### config.mk
export PLATFORM = sky130hd
export DESIGN_NAME = mpr_cell
export DESIGN_NICKNAME = d
export VERILOG_FILES = /design/src/rtl/core/mpr_pkg.sv /design/src/rtl/core/mpr_cell.sv
export SDC_FILE = /design/constraint.sdc
export NUM_CORES = 1
export LEC_CHECK = 0
export ABC_CLOCK_PERIOD_IN_PS = 8900
export BUFFER_PORTS_ARGS = -buffer_cell sky130_fd_sc_hd__buf_4
export CAP_MARGIN = 20
export CORE_AREA = 5 5 229 231
export DETAILED_ROUTE_END_ITERATION = 7
export DIE_AREA = 0 0 234 236
export GPL_TIMING_DRIVEN = 0
export SYNTH_ARGS = -nofsm -noshare
export SYNTH_HDL_FRONTEND = slang
export SYNTH_SLANG_ARGS = --single-unit
### constraint.sdc
create_clock -name clk -period 8.9 [get_ports clk]
set_input_delay 0.89 -clock clk [delete_from_list [all_inputs] [get_ports clk]]
set_output_delay 0.89 -clock clk [all_outputs]
set_load 0.05 [all_outputs]
### src/rtl/core/mpr_pkg.sv
package mpr_pkg;

	// vector geometry
	localparam int VEC_LEN = 8;
	localparam int BYTE_W  = 8;
	localparam int WORD_W  = 64;
	localparam int PROD_W  = 2 * BYTE_W;
	// one int8 x int8 product needs PROD_W bits; VEC_LEN of them add clog2 bits plus margin
	localparam int DOT_W   = PROD_W + $clog2(VEC_LEN) + 1;

	// accumulator and requantizer widths
	localparam int ACC_W   = 32;
	localparam int MULT_W  = 32;
	localparam int WIDE_W  = ACC_W + MULT_W;
	localparam int SHIFT_W = 5;
	localparam int RES_W   = 8;

	// configuration port
	localparam int CFG_IDX_W  = 2;
	localparam int CFG_DATA_W = 32;
	localparam logic [CFG_IDX_W-1:0] REG_SCALE_MULTIPLIER = 2'd0;
	localparam logic [CFG_IDX_W-1:0] REG_SCALE_SHIFT      = 2'd1;
	localparam logic [CFG_IDX_W-1:0] REG_RELU_ENABLE      = 2'd2;

	// int8 saturation bounds
	localparam logic signed [WIDE_W-1:0] RES_MAX = 64'sd127;
	localparam logic signed [WIDE_W-1:0] RES_MIN = -64'sd128;

	typedef struct packed {
		logic [WORD_W-1:0]       activation_word;
		logic [WORD_W-1:0]       weight_word_even;
		logic [WORD_W-1:0]       weight_word_odd;
		logic signed [ACC_W-1:0] bias_even;
		logic signed [ACC_W-1:0] bias_odd;
		logic                    first_item;
		logic                    last_item;
	} in_t;

	typedef struct packed {
		logic signed [RES_W-1:0] result_even;
		logic signed [RES_W-1:0] result_odd;
	} out_t;

	// what one cell hands to its neighbor
	typedef struct packed {
		logic [WORD_W-1:0]       act;
		logic [WORD_W-1:0]       wt_even;
		logic [WORD_W-1:0]       wt_odd;
		logic signed [DOT_W-1:0] psum_even;
		logic signed [DOT_W-1:0] psum_odd;
		logic signed [ACC_W-1:0] bias_even;
		logic signed [ACC_W-1:0] bias_odd;
		logic                    first;
		logic                    last;
	} cell_t;

	typedef struct packed {
		logic signed [ACC_W-1:0] sum_even;
		logic signed [ACC_W-1:0] sum_odd;
	} acc_out_t;

	typedef struct packed {
		logic signed [MULT_W-1:0] scale_multiplier;
		logic [SHIFT_W-1:0]       scale_shift;
		logic                     relu_enable;
	} cfg_t;

endpackage

### src/rtl/core/mpr_cell.sv
// One MAC cell: multiplies the low byte pair of each lane, adds to the
// partial sums and passes the words on shifted down by one byte.
module mpr_cell (
	input  logic           clk,
	input  logic           arst_n,
	input  logic           in_valid,
	output logic           in_ready,
	input  mpr_pkg::cell_t in_data,
	output logic           out_valid,
	input  logic           out_ready,
	output mpr_pkg::cell_t out_data
);

	logic                                    valid_q;
	mpr_pkg::cell_t                          data_q;
	mpr_pkg::cell_t                          next_data;
	logic signed [mpr_pkg::BYTE_W-1:0]       act_b;
	logic signed [mpr_pkg::BYTE_W-1:0]       we_b;
	logic signed [mpr_pkg::BYTE_W-1:0]       wo_b;
	logic signed [mpr_pkg::PROD_W-1:0]       prod_e;
	logic signed [mpr_pkg::PROD_W-1:0]       prod_o;
	logic [mpr_pkg::DOT_W-mpr_pkg::PROD_W-1:0] ext_e;
	logic [mpr_pkg::DOT_W-mpr_pkg::PROD_W-1:0] ext_o;

	assign act_b  = in_data.act[mpr_pkg::BYTE_W-1:0];
	assign we_b   = in_data.wt_even[mpr_pkg::BYTE_W-1:0];
	assign wo_b   = in_data.wt_odd[mpr_pkg::BYTE_W-1:0];
	assign prod_e = mpr_pkg::PROD_W'(act_b) * mpr_pkg::PROD_W'(we_b);
	assign prod_o = mpr_pkg::PROD_W'(act_b) * mpr_pkg::PROD_W'(wo_b);
	assign ext_e  = {(mpr_pkg::DOT_W-mpr_pkg::PROD_W){prod_e[mpr_pkg::PROD_W-1]}};
	assign ext_o  = {(mpr_pkg::DOT_W-mpr_pkg::PROD_W){prod_o[mpr_pkg::PROD_W-1]}};

	assign in_ready  = !valid_q || out_ready;
	assign out_valid = valid_q;
	assign out_data  = data_q;

	always_comb begin
		next_data           = in_data;
		next_data.act       = in_data.act >> mpr_pkg::BYTE_W;
		next_data.wt_even   = in_data.wt_even >> mpr_pkg::BYTE_W;
		next_data.wt_odd    = in_data.wt_odd >> mpr_pkg::BYTE_W;
		next_data.psum_even = in_data.psum_even + $signed({ext_e, prod_e});
		next_data.psum_odd  = in_data.psum_odd + $signed({ext_o, prod_o});
	end

	always_ff @(posedge clk or negedge arst_n) begin
		if (!arst_n) begin
			valid_q <= 1'b0;
		end else if (in_ready) begin
			valid_q <= in_valid;
		end
	end

	always_ff @(posedge clk) begin
		if (in_valid && in_ready) begin
			data_q <= next_data;
		end
	end

endmodule

==> results.json <==
{
  "syn_area_mm2": 0.01549,
  "cpPeakStageDelay_ps": 630,
  "slew_headroom_pct": 39.49,
  "hp-class": "in -> async",
  "dp_hpwl_um": 51570,
  "drtIter0Drc": 660,
  "vdd_ir_drop_max_mv": 0.2947,
  "finClkSkew_ps": 10.42,
  "crit_chain": "buf_4 > clkbuf_1 > and2_1 > fa_1 > fa_1 > fa_1 > inv_1 > fa_1 > inv_1 > ha_1 > ha_1 > a211oi_1 > o21ai_1 > a21oi_1 > nor2_1 > o31ai_2 > xnor2_1",
  "n_fill_cell": 4709,
  "synth_async_sr_flop_share_pct": 0.3636,
  "die_w_um": 234,
  "timing.rr.end": "out_data[128]",
  "p_total_mw": 6.587,
  "cts_resized": 0,
  "postSynthAreaPerCell_um2": 15.01,
  "cts_setup_buffers": 0,
  "critPathLaunch": "in_data[241]",
  "wire_per_inst_um": 25.47,
  "ys.flop_type": "edfxtp_1",
  "min_period_over_period_pct": 63.15,
  "grt_pass1_vias": 11060,
  "r2r-start": "out_valid",
  "synth_edf_count": 274,
  "final_hold_viol_count": 0,
  "grt_pass1_wl_um": 83020,
  "design.portCount": 602,
  "slowest_stage": "and2_1",
  "antenna_found_initial": 31,
  "path_class": "in -> reg",
  "area_growth_pct": 41.03,
  "numCtsBuffers": 30,
  "clkSinkCount": 275,
  "ys_seq_elements": 275,
  "yosysUniqueCellTypes": 42,
  "overflow": 0,
  "fin_ws_ps": 3279,
  "num_rows": 82,
  "grt_setup_unrepaired": "false",
  "netlist.top_cell.by_area": "edfxtp_1",
  "die-area_mm2": 0.05522,
  "postCtsHoldBufs": 0,
  "place_ws_ps": 2680,
  "vias": 10690,
  "finalSetupViolCount": 0,
  "tns_ps": 0,
  "arrival_ps": 5920,
  "ant_nets": 0,
  "via_per_inst": 4.509,
  "grt_max_degree": 71,
  "nets": 2238,
  "grtUsageTotal_pct": 21.10,
  "crit_end": "out_data[82]",
  "start_util_pct": 31.07,
  "cts_root_buffer": "clkbuf_16",
  "critPathMaxFanout": 12,
  "dr.pass1.iters": 6,
  "end_kind": "flip-flop",
  "max-cap-violations": 0,
  "synthCells": 1032,
  "ys_seq_area_share_pct": 53.27,
  "power.leakage_nw": 9.905,
  "worst_pin_slew_ps": 907.6,
  "p_per_area_mw_per_mm2": 301.4,
  "gp_congestion": 0.8715,
  "drc": 0,
  "cts_tree": "built",
  "core_area_mm2": 0.04986,
  "placed_area_mm2": 0.02087,
  "clock.fmax_ghz": 0.1779,
  "min_period_ps": 5621,
  "ff2ff_path_depth": 5,
  "drt_wl_total_um": 60390,
  "synth_commonest_cells": "edfxtp_1, fa_1, inv_1",
  "maxSlewViolCount": 0,
  "clk_pin_slew_ps": 60,
  "synth.most_common_cell": "edfxtp_1",
  "clk_latency_ps": 550,
  "io_buffers": 576,
  "critPathRequiredTime_ps": 9200,
  "r2r_slack_ps": 6590,
  "cp_common_cell": "fa_1",
  "yosys-top-cells-area": "edfxtp_1, fa_1, ha_1",
  "h-tree-depth": 1,
  "synth_top_area_share_pct": 53.11,
  "final_cell_area_mm2": 0.02185,
  "status": "finished clean",
  "holdWs_ps": 108.9,
  "cp-start-kind": "input port",
  "drive_gt1_share_pct": 39.17,
  "die_y_um": 236,
  "clockBufferDepth": 3,
  "yosys_warnings": 0
}
[registers in the layout, indices dropped and copies added, names as in the netlist]
signal     flops
out_data     274
out_valid      1
[where the power goes]
part	switching (mW)	internal, mW
clock	0.519	0.720
combinational	2.14	1.43
sequential	0.0416	1.74
total	2.70	3.89
[per-layer routing]
metal | wire [um] | GRT usage, %
met3 | 6547 | 7.877
met5 | 184 | 0
met1 | 22910 | 26.36
met2 | 30010 | 35.82
met4 | 747 | 3.114
[logic make-up after synthesis]
| family | Yosys count | share of synthesized area [%] |
|---|---|---|
| buffers and inverters | 205 | 5.548 |
| other | 1 | 0.02420 |
| adder cells (fa/ha/maj) | 268 | 30.17 |
| XOR/XNOR | 40 | 2.261 |
| flip-flops | 275 | 53.27 |
| AO/OA/AOI/OAI | 60 | 2.649 |
| AND/OR/NAND/NOR | 181 | 5.944 |
| multiplexers | 2 | 0.1373 |
[how the worst min path moves through the flow]
stage	slack, ps	cells after the start	endpoint	from
after CTS	80	1	out_valid	arst_n
after global placement	570	2	out_valid	out_valid
after detailed placement	590	2	out_valid	out_valid
after floorplan	590	0	out_valid	arst_n
final	110	1	out_valid	arst_n
after global routing	80	1	out_valid	arst_n
[cell usage in the layout, fill, tap and decap left out, drive strengths merged, types with 2 or more instances in the layout]
cell / Yosys / layout
nand3b: 2 / 2
and2: 66 / 66
clkbuf: 10 / 47
a21o: 5 / 5
nor2b: 8 / 8
nor2: 23 / 23
nand2b: 7 / 7
xor2: 14 / 14
a211oi: 2 / 2
o21ai: 16 / 16
diode: 0 / 9
nand3: 5 / 5
xnor2: 26 / 26
clkinv: 0 / 12
inv: 171 / 172
and3: 2 / 2
or2: 2 / 2
fa: 176 / 176
a31oi: 3 / 3
conb: 1 / 24
nand2: 63 / 63
bufinv: 0 / 3
o211ai: 2 / 2
a21oi: 23 / 23
edfxtp: 274 / 274
buf: 24 / 605
o31ai: 3 / 3
ha: 92 / 92
[stage by stage]
stage,utilization [%],cells
4_1_cts,43.78,2362
2_1_floorplan,-,1055
6_report,43.82,2371
5_1_grt,43.78,2362
3_5_place_dp,41.85,2308
3_3_place_gp,41.60,2303
[area by class of cell]
type                            count  area (um^2)  area share [%]
Clock inverter                     17        160.2          0.7329
Multi-Input combinational cell    575         6470           29.61
Sequential cell                   275         8253           37.77
Clock buffer                       37        798.3           3.653
Buffer                             34        217.7          0.9963
Timing Repair Buffer              581         4447           20.35
Inverter                          171        641.9           2.937
Antenna cell                        9        22.52          0.1031
Tap cell                          672        840.8           3.848
[worst max-delay path, delay by kind of cell]
kind | cells | cell delay, ps
xor gates and xnor gates | 1 | 120
and+or+nand+nor | 2 | 730
AOI/OAI and AO/OA | 4 | 910
buffers and inverters | 4 | 560
adders and majority gates | 6 | 2700
Note: power is estimated with default switching activity, not from simulation.
