`config.mk`:
```
export PLATFORM = sky130hd
export DESIGN_NAME = mpr_acc
export DESIGN_NICKNAME = d
export VERILOG_FILES = /design/src/rtl/core/mpr_pkg.sv /design/src/rtl/core/mpr_acc.sv
export SDC_FILE = /design/constraint.sdc
export NUM_CORES = 1
export LEC_CHECK = 0
export BUFFER_PORTS_ARGS = -buffer_cell sky130_fd_sc_hd__buf_2
export CORE_UTILIZATION = 40
export CTS_BUF_LIST = sky130_fd_sc_hd__clkbuf_4
export CTS_CLUSTER_DIAMETER = 150
export DETAILED_ROUTE_END_ITERATION = 6
export HOLD_SLACK_MARGIN = 0.06
export PLACE_DENSITY = 0.68
export SETUP_SLACK_MARGIN = 0.3
export SLEW_MARGIN = 20
export SYNTH_ARGS = -nofsm -noshare
export SYNTH_HDL_FRONTEND = slang
export SYNTH_SLANG_ARGS = --single-unit
```
`constraint.sdc`:
```
create_clock -name clk -period 9.9 [get_ports clk]
set_input_delay 1.98 -clock clk [delete_from_list [all_inputs] [get_ports clk]]
set_output_delay 1.98 -clock clk [all_outputs]
set_load 0.01 [all_outputs]
```
`src/rtl/core/mpr_pkg.sv`:
```
package mpr_pkg;

	// vector geometry
	localparam int VEC_LEN = 8;
	localparam int BYTE_W  = 8;
	localparam int WORD_W  = 64;
	localparam int PROD_W  = 2 * BYTE_W;
	// one int8 x int8 product needs PROD_W bits; VEC_LEN of them add clog2 bits plus margin
	localparam int DOT_W   = PROD_W + $clog2(VEC_LEN) + 1;

	// accumulator and requantizer widths
	localparam int ACC_W   = 32;
	localparam int MULT_W  = 32;
	localparam int WIDE_W  = ACC_W + MULT_W;
	localparam int SHIFT_W = 5;
	localparam int RES_W   = 8;

	// configuration port
	localparam int CFG_IDX_W  = 2;
	localparam int CFG_DATA_W = 32;
	localparam logic [CFG_IDX_W-1:0] REG_SCALE_MULTIPLIER = 2'd0;
	localparam logic [CFG_IDX_W-1:0] REG_SCALE_SHIFT      = 2'd1;
	localparam logic [CFG_IDX_W-1:0] REG_RELU_ENABLE      = 2'd2;

	// int8 saturation bounds
	localparam logic signed [WIDE_W-1:0] RES_MAX = 64'sd127;
	localparam logic signed [WIDE_W-1:0] RES_MIN = -64'sd128;

	typedef struct packed {
		logic [WORD_W-1:0]       activation_word;
		logic [WORD_W-1:0]       weight_word_even;
		logic [WORD_W-1:0]       weight_word_odd;
		logic signed [ACC_W-1:0] bias_even;
		logic signed [ACC_W-1:0] bias_odd;
		logic                    first_item;
		logic                    last_item;
	} in_t;

	typedef struct packed {
		logic signed [RES_W-1:0] result_even;
		logic signed [RES_W-1:0] result_odd;
	} out_t;

	// what one cell hands to its neighbor
	typedef struct packed {
		logic [WORD_W-1:0]       act;
		logic [WORD_W-1:0]       wt_even;
		logic [WORD_W-1:0]       wt_odd;
		logic signed [DOT_W-1:0] psum_even;
		logic signed [DOT_W-1:0] psum_odd;
		logic signed [ACC_W-1:0] bias_even;
		logic signed [ACC_W-1:0] bias_odd;
		logic                    first;
		logic                    last;
	} cell_t;

	typedef struct packed {
		logic signed [ACC_W-1:0] sum_even;
		logic signed [ACC_W-1:0] sum_odd;
	} acc_out_t;

	typedef struct packed {
		logic signed [MULT_W-1:0] scale_multiplier;
		logic [SHIFT_W-1:0]       scale_shift;
		logic                     relu_enable;
	} cfg_t;

endpackage

```
`src/rtl/core/mpr_acc.sv`:
```
// Lane accumulators: restart from bias on first, add the dot product,
// hand the sums on for requantization on last.
module mpr_acc (
	input  logic              clk,
	input  logic              arst_n,
	input  logic              in_valid,
	output logic              in_ready,
	input  mpr_pkg::cell_t    in_data,
	output logic              out_valid,
	input  logic              out_ready,
	output mpr_pkg::acc_out_t out_data
);

	logic signed [mpr_pkg::ACC_W-1:0] sum_even_q;
	logic signed [mpr_pkg::ACC_W-1:0] sum_odd_q;
	logic signed [mpr_pkg::ACC_W-1:0] base_e;
	logic signed [mpr_pkg::ACC_W-1:0] base_o;
	logic signed [mpr_pkg::ACC_W-1:0] next_e;
	logic signed [mpr_pkg::ACC_W-1:0] next_o;
	logic                             valid_s1;
	mpr_pkg::acc_out_t                data_s1;

	assign base_e = in_data.first ? in_data.bias_even : sum_even_q;
	assign base_o = in_data.first ? in_data.bias_odd : sum_odd_q;
	// sums wrap at 32 bits
	assign next_e = base_e + $signed({{(mpr_pkg::ACC_W-mpr_pkg::DOT_W){in_data.psum_even[mpr_pkg::DOT_W-1]}},
		in_data.psum_even});
	assign next_o = base_o + $signed({{(mpr_pkg::ACC_W-mpr_pkg::DOT_W){in_data.psum_odd[mpr_pkg::DOT_W-1]}},
		in_data.psum_odd});

	assign in_ready  = !valid_s1 || out_ready;
	assign out_valid = valid_s1;
	assign out_data  = data_s1;

	always_ff @(posedge clk or negedge arst_n) begin
		if (!arst_n) begin
			valid_s1   <= 1'b0;
			sum_even_q <= '0;
			sum_odd_q  <= '0;
		end else if (in_ready) begin
			valid_s1 <= in_valid && in_data.last;
			if (in_valid) begin
				sum_even_q <= next_e;
				sum_odd_q  <= next_o;
			end
		end
	end

	always_ff @(posedge clk) begin
		if (in_valid && in_ready && in_data.last) begin
			data_s1.sum_even <= next_e;
			data_s1.sum_odd  <= next_o;
		end
	end

endmodule

```
==> results.md, run 1 <==
* Psw at 0.001015 W
* Avg Inst Size Synth at 10.10 um^2
* Kind of critical path: in -> reg
* Total core area at 20960 um^2
* DRT Wirelength at approximately 23000 um
* CP arrival at 6.12 ns
* Routed WL per cell at ~18 um
* Die Ht at 148.0 um
* Placed instance count at between 1000 and 1500
* Postcts setup bufs at 0
* HPWL Detailed at 16550 um
* CP Launch Type: input pin
* # fillers at 2043
* Final count of hold timing violations at 0
* CTS root buf: clkbuf_4
* Slowest CP cell: buf_4
* Least-Margin Pin Slew at 0.9426 ns
* Worst hold slack at 0.4851 ns
* Register cell area after layout at 3548 um^2
* Sequential share of power at roughly a third
* Critical Path Fanout Max at 39
* Cell Rows at 53
* Fin. max-slew vios at 0
* Layout area overhead at 17.06%
* Final ANT Viol Nets at 0
* Seq/Total Area, Yosys at 41.61%
* Final min period at 5.665 ns
* Largest net degree at the start of global routing at 66
* First-pass GRT wire length at approximately 35000 um
* Fin crit share at 57.23%
* Port bufs at 175
* Mapped Area at 8528 um^2
* Worst Setup End Kind: flop
* Power density over the cells at 252.2 nW/um^2
* Worst path cell trace: buf_4, buf_4, mux2_2, ha_1, fa_1, a21oi_1, o21ai_0, a21oi_1, a21oi_1, a41oi_2, o21ai_0, a21oi_1, xnor2_1, mux2_2
* WP buf/inv at 2
* Worst-path clk slew at ~0.13 ns
* RSZ-0062 raised after global routing: no
* Leakage power at between 4 and 5 nW
* Mapped Nets at 1210
* IO Pins at 368
* Post-Layout Cell Count at about 1300
* Syn. warnings at 0
* Final Setup Violations at 0
* Gr usage total at 21.20%
* Required @ worst endpoint at 10.35 ns
* Routability congestion estimate at 0.8891
* Initial DRC Count at approximately 460
* Combinational share of power at 49.3%
* Die Wd at approximately 150 um
* Number of global-route vias before repair at 6675
* Family with the most delay on the worst path: compound AO/OA/AOI/OAI gates
* DRC violations left at 0
* Pint at 0.001503 W
* Routed vias at 7004
* Cell mode on critical path: a21oi_1
* Most common cell after layout, fill and taps aside: buf_2
* H-tree depth at 4
* Final Skew at about 0.028 ns
* Net Sw Frac at between 40% and 50%
* Post-cts resize count at 0
* Worst VDD drop at a little under 100 uV
* TritonRoute pass-1 iters at 5
* Worst path max stage delay at 0.50 ns
* Die area at 21910 um^2
* Top_reg_cell synth: dfrtp_1
* NumNets Final at around 1400
* Area of the multi-input gates at 4775 um^2
* Min-delay worst type: reg -> reg
* Fmax at 176.5 MHz
* Post-synth EDFFs at 64
* Vias/cell at 5.384
* Clock Path Buffers at 2
* Worst skew pair latency at 0.56 ns
* Clk sink count at 129
* Layout cells sized above 1 at between 30% and 40%
* Hold-fix buffers, CTS at 0
* Sum Neg Setup Slack at 0 ns
* Slew HR at between 30% and 40%
* Synth async-reset ratio at just over 50%
* Seq cells post-synth at 129
* Global route total overflow at 0
* Commonest cells after routing, fill and taps aside: 174 x buf_2, 138 x nand2_1, 82 x mux2_2
* Initial antenna violation count at 3
* Synth cell types at 65
* # Max-Cap Violations at 0
* CTS tree: yes
* Num CTS Buffers at 17
* Clk pwr share at 16.2%
* Outcome: completed
* Mapped Cells at 844
* Starting density of the core at 40.70%
==> final cells by class <==
type / instances / share of cell area (%)
diodes: 2 / 0.05013
clock buffers: 17 / 1.278
clock inverters: 15 / 1.855
inverters: 22 / 0.8272
multi-input cells: 661 / 47.83
flip-flops and latches: 129 / 35.54
well taps: 275 / 3.447
repair buffers: 180 / 9.174
==> state kept, by name, summed over array words and instances (netlist names) <==
| name | flops |
|---|---|
| sum_even_q | 32 |
| out_valid | 1 |
| sum_odd_q | 32 |
| out_data | 64 |
==> per-layer routing <==
metal,routed length (um),up-vias,GRT usage [%]
met5,8,-,0
met4,289,2,5.567
met3,1924,32,5.370
met2,9441,303,29.58
met1,11430,3254,32.07
li1,-,3413,-
==> power groups by stage <==
stage                     clock network, W  registers (W)  logic [W]
after floorplan                          0       0.000890   0.000902
after global placement                   0       0.000874    0.00121
after detailed placement                 0       0.000881    0.00122
after CTS                         0.000418       0.000869    0.00123
after global routing              0.000441       0.000890    0.00137
final                             0.000407       0.000870    0.00124
==> tightest hold or removal path, cell delays in order, from the launching register on <==
cell and delay [ns]:
dfrtp_1 0.36, nand2_1 0.05, nand2_1 0.05
==> cell usage after synthesis (13+ instances only) <==
| cell type | number | area, um^2 |
|---|---|---|
| nand2_1 | 139 | 521.8 |
| mux2_2 | 82 | 923.4 |
| a21oi_1 | 65 | 325.3 |
| dfrtp_1 | 65 | 1627 |
| edfxtp_1 | 64 | 1922 |
| ha_1 | 62 | 775.7 |
| nor2_1 | 53 | 198.9 |
| xnor2_1 | 39 | 341.6 |
| o21ai_0 | 34 | 170.2 |
| a21o_1 | 27 | 202.7 |
| clkbuf_1 | 24 | 90.09 |
| inv_1 | 22 | 82.58 |
| xor2_1 | 21 | 183.9 |
| nand3_1 | 13 | 65.06 |
==> stage by stage <==
| stage | util (%) | cell area [um^2] | total power, W | setup slack [ns] |
|---|---|---|---|---|
| 6_report | 47.64 | 9983 | 0.002518 | 4.235 |
| 3_3_place_gp | 46.12 | 9666 | 0.002082 | 3.756 |
| 4_1_cts | 47.62 | 9978 | 0.002520 | 4.311 |
| 3_5_place_dp | 46.12 | 9666 | 0.002098 | 3.723 |
| 2_1_floorplan | - | 8528 | 0.001792 | 4.461 |
| 5_1_grt | 47.64 | 9983 | 0.002706 | 4.078 |
==> logic make-up after synthesis <==
group                    Yosys count  share of synthesized area [%]
AO/OA/AOI/OAI                    202                          16.42
buffers and inverters             54                          2.450
multiplexers                      83                          10.94
XOR/XNOR                          61                          6.353
AND/OR/NAND/NOR                  251                          12.66
flip-flops                       129                          41.61
adder cells (fa/ha/maj)           64                          9.566
==> path summary, 6_finish.rpt <==
| check | startpoint | end | slack [ns] | cells after the start |
|---|---|---|---|---|
| min | sum_even_q[9]$_DFFE_PN0P_ | sum_even_q[9]$_DFFE_PN0P_ | 0.49 | 2 |
| max in group asynchronous | arst_n | sum_even_q[24]$_DFFE_PN0P_ | 7.64 | 2 |
| max reg2reg | sum_even_q[0]$_DFFE_PN0P_ | sum_even_q[26]$_DFFE_PN0P_ | 6.24 | 12 |
| min in group asynchronous | arst_n | sum_odd_q[11]$_DFFE_PN0P_ | 1.64 | 2 |
| min reg2reg | sum_even_q[9]$_DFFE_PN0P_ | sum_even_q[9]$_DFFE_PN0P_ | 0.49 | 2 |
| max | in_data[1] | sum_odd_q[22]$_DFFE_PN0P_ | 4.23 | 14 |
Power figures use the tool's default switching activity.
==> run 2, diff against run 1 <==
Settings changed: ABC_AREA from default to 1.
Clock period 9.9 ns to 5.1 ns, I/O delays scaled along.
==> run 2 against run 1 <==
Final cell count rose by 53%. Highest routed layer is now met4. Sequential share of layout area is 4.7 points lower. Combinational power is 69% higher. Global-route usage grew 0.79 points. Largest cell class unchanged. Die area grew 17%. Via count up 33%.
==> results.md, run 2 <==
* Outcome: completed
* TritonRoute pass-1 iters at 5
* Leakage power at 6.500 nW
* Least-Margin Pin Slew at 0.9597 ns
* CTS root buf: clkbuf_4
* Synth async-reset ratio at 50.39%
* Worst path max stage delay at 0.58 ns
* Postcts setup bufs at 0
* Top cells by area, synth: nand2_1 21%, edfxtp_1 19%, dfrtp_1 16%
* Critical Path Fanout Max at 65
* Mapped Nets at about 1800
* Mapped Area at 10000 um^2
* Hold Startpoint: sum_odd_q[21]$_DFFE_PN0P_
* Worst path cell trace: buf_4, buf_4, mux2_2, ha_1, nand2_1, inv_2, nand2_1, nor3_1, nand2_1, nand2_2, nand2_1, nand2_1, nand2_1, and2_1
* HPWL Detailed at 21280 um
* Hold-fix buffers, CTS at 0
* Initial DRC Count at 498
* Final Setup Violations at 0
* Sum Neg Setup Slack at 0 ns
* Final ANT Viol Nets at 0
* Commonest cells after routing, fill and taps aside: 572 x nand2_1, 283 x inv_1, 174 x buf_2
* Largest net degree at the start of global routing at between 60 and 70
* Cell Rows at between 50 and 60
* Clk sink count at 129
* Initial antenna violation count at 2
* Vias/cell at 4.693
* Required @ worst endpoint at 5.42 ns
* CP Launch Point: in_data[1]
* Worst slack, placed at around 1.1 ns
* Yosys top cell area share at a little over a fifth
* # fillers at 2499
* Fmax at 292.5 MHz
* First-pass GRT wire length at 44170 um
* Power density over the cells at 378.5 nW/um^2
* Starting density of the core at 41.00%
* Layout area overhead at 15.23%
* Post-synth top area cell: nand2_1
* DRT Wirelength at 27590 um
* Total core area at 24390 um^2
* Post-synth top cells: 572 x nand2_1, 284 x inv_1, 81 x nand3_1
* Fin crit share at between 60% and 70%
* RSZ-0062 raised after global routing: no
* Gr usage total at 21.99%
* Port bufs at between 150 and 200
* # Max-Cap Violations at 0
* Final count of hold timing violations at 0
* Most common cell after layout, fill and taps aside: nand2_1
* Final Skew at 0.03453 ns
* Global route total overflow at 0
* Die Ht at 160.1 um
* Routed vias at just over 9000
* DRC violations left at 0
* Top_reg_cell synth: dfrtp_1
* Cells on Worst Hold Path at 2
* Fin. max-slew vios at 0
* Layout cells sized above 1 at between 10% and 20%
* Post-route cell area at 11520 um^2
* Cell mode on critical path: nand2_1
* H-tree depth at 4
* Slowest CP cell: buf_4
* Clock Path Buffers at 2
* Kind of critical path: in -> reg
* Final min period at 3.419 ns
* Final Power at 0.004361 W
* Largest register FFs at between 60 and 70
* Synth cell types at 28
* Post-cts resize count at 0
* Worst Setup End Kind: flop
* Num CTS Buffers at 17
* CP Launch Type: input pin
* Avg Inst Size Synth at 6.789 um^2
* Worst R2R Setup Slack at 2.52 ns
* IO Pins at 368
* Die Wd at 160.1 um
* Mapped Cells at 1473
* Seq cells post-synth at around 130
* Worst-path clk slew at about 0.13 ns
* Die area at 25640 um^2
* CTS tree: yes
* Post-synth EDFFs at 64
* Routed WL per cell at 13.87 um
* Final worst setup slack at 1.681 ns
* Reg2Reg Depth at 13
* Worst skew pair latency at 0.57 ns
* Min-delay worst type: reg -> reg
* Syn. warnings at 0
* Number of global-route vias before repair at 8930
* Reg2reg start: sum_even_q[0]$_DFFE_PN0P_
* Routability congestion estimate at ~0.90
* NumNets Final at 2016
* Worst VDD drop at 182.3 uV
* Seq/Total Area, Yosys at 35.49%
* Count leader, synth: nand2_1
* Placement Cell Area at 11250 um^2
* Slew HR at 35.92%
* CP arrival at 3.74 ns
run 2: cell types whose count changed after synthesis, moves of 9 or more:
cell      before  now
and2_1         4   32
a21oi_1       65   36
nand3_1       13   81
nor2_1        53   78
a21o_1        27    2
mux2_2        82   22
nand2_2        0   12
xnor2_1       39    4
inv_1         22  284
nand2_1      139  572
a31oi_1        9    0
clkbuf_1      24   10
o21ai_0       34   78
run 2: metrics by stage:
stage	utilization, %	std cells	hold slack [ns]
2_1_floorplan	-	1473	0.4452
3_3_place_gp	46.11	1955	0.4568
3_5_place_dp	46.11	1955	0.4614
4_1_cts	47.22	1987	0.4936
5_1_grt	47.23	1988	0.5131
6_report	47.24	1989	0.4886
run 2: critical path, delay by kind of cell:
kind | cells | cell delay, ns
buf+inv | 3 | 0.97
simple gates | 9 | 0.99
fa+ha+maj | 1 | 0.36
mux | 1 | 0.37
run 2: layout make-up:
cell class	count	area, um^2	area share [%]
multi-input cells	1034	5284	45.86
repair buffers	183	938.4	8.144
flip-flops and latches	129	3548	30.80
diodes	2	5.005	0.04344
clock inverters	15	143.9	1.249
clock buffers	17	127.6	1.108
well taps	324	405.4	3.518
inverters	285	1070	9.284
run 2: cell families (layout without fill, tap and decap cells):
| family | after synthesis | in the layout | share of synthesized area (%) |
|---|---|---|---|
| flip-flops | 129 | 129 | 35.49 |
| AO/OA/AOI/OAI | 125 | 125 | 6.356 |
| multiplexers | 22 | 22 | 2.478 |
| XOR/XNOR | 32 | 32 | 3.403 |
| adder cells (fa/ha/maj) | 64 | 64 | 8.158 |
| buffers and inverters | 310 | 500 | 11.75 |
| AND/OR/NAND/NOR | 791 | 791 | 32.37 |
| other | 0 | 2 | 0 |
run 2: report_power, final:
group | total, W | internal [W] | switching (W) | leakage (nW)
registers | 0.00152 | 0.00144 | 0.0000857 | 1.38
clock network | 0.000736 | 0.000286 | 0.000450 | 0.139
logic | 0.00210 | 0.000753 | 0.00135 | 4.98
total | 0.00436 | 0.00248 | 0.00189 | 6.50
run 2: routing by layer:
layer  share of wire [%]  wire [um]  global-route usage, %
met5                   0          0                      0
met2                  45      12400                  36.44
met4                 1.8        510                  6.407
met1                  48      13130                  29.88
met3                 5.6       1547                  2.909
run 2: path summary, 6_finish.rpt:
path                                              end
hold reg to reg             sum_odd_q[21]$_DFFE_PN0P_
setup / recovery               out_data[29]$_DFFE_PP_
hold / removal              sum_odd_q[21]$_DFFE_PN0P_
setup reg to reg               out_data[56]$_DFFE_PP_
min in group asynchronous  sum_even_q[24]$_DFFE_PN0P_
max in group asynchronous   sum_odd_q[13]$_DFFE_PN0P_
==> run 3, diff against run 2 <==
Settings changed: ABC_AREA 1 to 0.
Clock period 5.1 ns to 3.4 ns, I/O delays scaled along.
==> run 3 against run 2 <==
First-iteration DRC count is 24% lower. Critical path type is now reg -> reg. Sequential power increased by 67%. Clock power increased by 59%. Register-to-register slack lost 2.3 ns. Global-route usage up 1.3 points. Routed wire length fell by 6.6%. Total power increased by 100%.
==> results.md, run 3 (synthesis results as in run 1) <==
* Clk pwr share at 13.3%
* Worst-path clk slew at 0.15 ns
* DRC violations left at 0
* Psw at 0.003510 W
* DRT Wirelength at 25770 um
* Met3 WL at 1944 um
* Critical Path Fanout Max at 3
* Commonest cells after routing, fill and taps aside: 174 x buf_2, 168 x buf_4, 136 x nand2_1
* NumNets Final at 1554
* Routed vias at 7673
* Combinational share of power at 57.7%
* Fin. max-slew vios at 0
* TritonRoute pass-1 iters at 5
* Power density over the cells at 727.3 nW/um^2
* Top routing layer in use: met5
* Die Ht at 148.0 um
* Met2 routed WL at 11150 um
* Most common cell after layout, fill and taps aside: buf_2
* # Max-Cap Violations at 0
* CP Launch Point: sum_even_q[0]$_DFFE_PN0P_
* Gr usage total at 23.29%
* FF-to-FF End: sum_even_q[26]$_DFFE_PN0P_
* Sequential share of power at between 20% and 30%
* Clock Path Buffers at 2
* Kind of critical path: reg -> reg
* RSZ-0062 raised after global routing: yes
* Layout area overhead at 41.73%
* Initial antenna violation count at 10
* Fmax at ~310 MHz
* Sum Neg Setup Slack at 0 ns
* Hold-fix buffers, CTS at 0
* Worst slack, placed at -0.5245 ns
* Final min period at 3.214 ns
* Num CTS Buffers at 17
* Required @ worst endpoint at 3.87 ns
* Cell Rows at between 50 and 60
* Net Sw Frac at approximately two fifths
* Worst skew pair latency at between 0.5 and 0.6 ns
* CTS root buf: clkbuf_4
* Clk sink count at 129
* Vias/cell at approximately 5.2
* Min-delay worst type: in -> async
* Worst Setup End Kind: flop
* Initial DRC Count at 380
* Reg2reg start: sum_even_q[0]$_DFFE_PN0P_
* Final worst setup slack at 0.1860 ns
* Leakage power at 5.511 nW
* CP Capture Point: sum_even_q[26]$_DFFE_PN0P_
* Largest register FFs at 64
* Fin crit share at a little over nine tenths
* Die area at 21910 um^2
* Number of global-route vias before repair at 7423
* CP Launch Type: flop
* First-pass GRT wire length at 38900 um
* Outcome: completed
* Port bufs at between 150 and 200
* CP arrival at ~3.7 ns
* Global route total overflow at 0
* Routability congestion estimate at 0.8673
* Final Power at 0.008790 W
* Least-Margin Pin Slew at 0.8590 ns
* IO Pins at about 370
* Worst VDD drop at 386.2 uV
* Final Skew at about 0.022 ns
* CTS tree: yes
* Pint at 0.005281 W
* Slew HR at 42.73%
* Final Setup Violations at 0
* Final count of hold timing violations at 0
* Starting density of the core at 40.70%
* Layout cells sized above 1 at a little under half
* HPWL Detailed at approximately 19000 um
* Worst R2R Setup Slack at 0.19 ns
* Routed WL per cell at 17.36 um
* Die Wd at 148.0 um
* Largest net degree at the start of global routing at 64
* Total core area at 20960 um^2
* Final ANT Viol Nets at 0
* M1 wire length at about 12000 um
* H-tree depth at 4
* Reg2Reg Depth at 13
==> run 3: worst min-delay path by stage <==
stage,startpoint,endpoint,slack (ns)
2_1_floorplan,arst_n,out_valid$_DFFE_PN0N_,0.38
3_3_place_gp,sum_even_q[3]$_DFFE_PN0P_,sum_even_q[3]$_DFFE_PN0P_,0.45
3_5_place_dp,sum_odd_q[9]$_DFFE_PN0P_,sum_odd_q[9]$_DFFE_PN0P_,0.46
4_1_cts,arst_n,sum_odd_q[13]$_DFFE_PN0P_,0.19
5_1_grt,arst_n,sum_odd_q[13]$_DFFE_PN0P_,0.20
6_report,arst_n,sum_odd_q[10]$_DFFE_PN0P_,0.18
==> run 3: area by class of cell <==
class	instances	area (um^2)
antenna	8	20.02
clock buffer	17	127.6
clock inverter	15	173.9
fill	1814	8869
inverter	22	86.33
multi-input combinational	661	5415
sequential	129	3548
tap	275	344.1
timing repair buffer	357	2371
==> run 3: critical path, stage by stage, from the launching register on <==
cell and delay [ns]:
dfrtp_1 0.41, mux2_4 0.29, ha_4 0.18, fa_2 0.34, a21o_1 0.20, a21oi_2 0.16
o21bai_2 0.11, a2111oi_4 0.37, o211ai_2 0.14, a211oi_2 0.24, buf_4 0.17, o21ai_2 0.06
xor2_1 0.18, mux2_4 0.27
==> run 3: power groups by stage <==
stage | Combinational (W) | Clock [W] | Sequential (W)
6_report | 0.00508 | 0.00117 | 0.00254
5_1_grt | 0.00550 | 0.00126 | 0.00260
4_1_cts | 0.00472 | 0.00120 | 0.00254
3_5_place_dp | 0.00444 | 0 | 0.00257
3_3_place_gp | 0.00438 | 0 | 0.00254
2_1_floorplan | 0.00275 | 0 | 0.00259
==> run 3: timing repair <==
item / CTS / global route
setup endpoints to repair: 36 / 43
pin swaps: 21 / 32
buffers inserted: 19 / 5
gates resized for setup: 37 / 50
==> run 3: metal layers <==
| metal | vias up | GRT usage [%] |
|---|---|---|
| li1 | 3764 | - |
| met1 | 3628 | 32.76 |
| met2 | 238 | 34.67 |
| met3 | 35 | 7.006 |
| met4 | 8 | 5.928 |
| met5 | - | 0 |
==> run 3: metrics by stage <==
step | utilization (%) | instances | hold slack (ns) | instance area, um^2
floorplan | - | 844 | 0.3844 | 8786
global placement | 52.75 | 1420 | 0.4536 | 11050
detailed placement | 52.75 | 1420 | 0.4590 | 11050
CTS | 56.05 | 1471 | 0.1880 | 11750
global route | 57.62 | 1479 | 0.2036 | 12070
finish | 57.68 | 1484 | 0.1818 | 12090
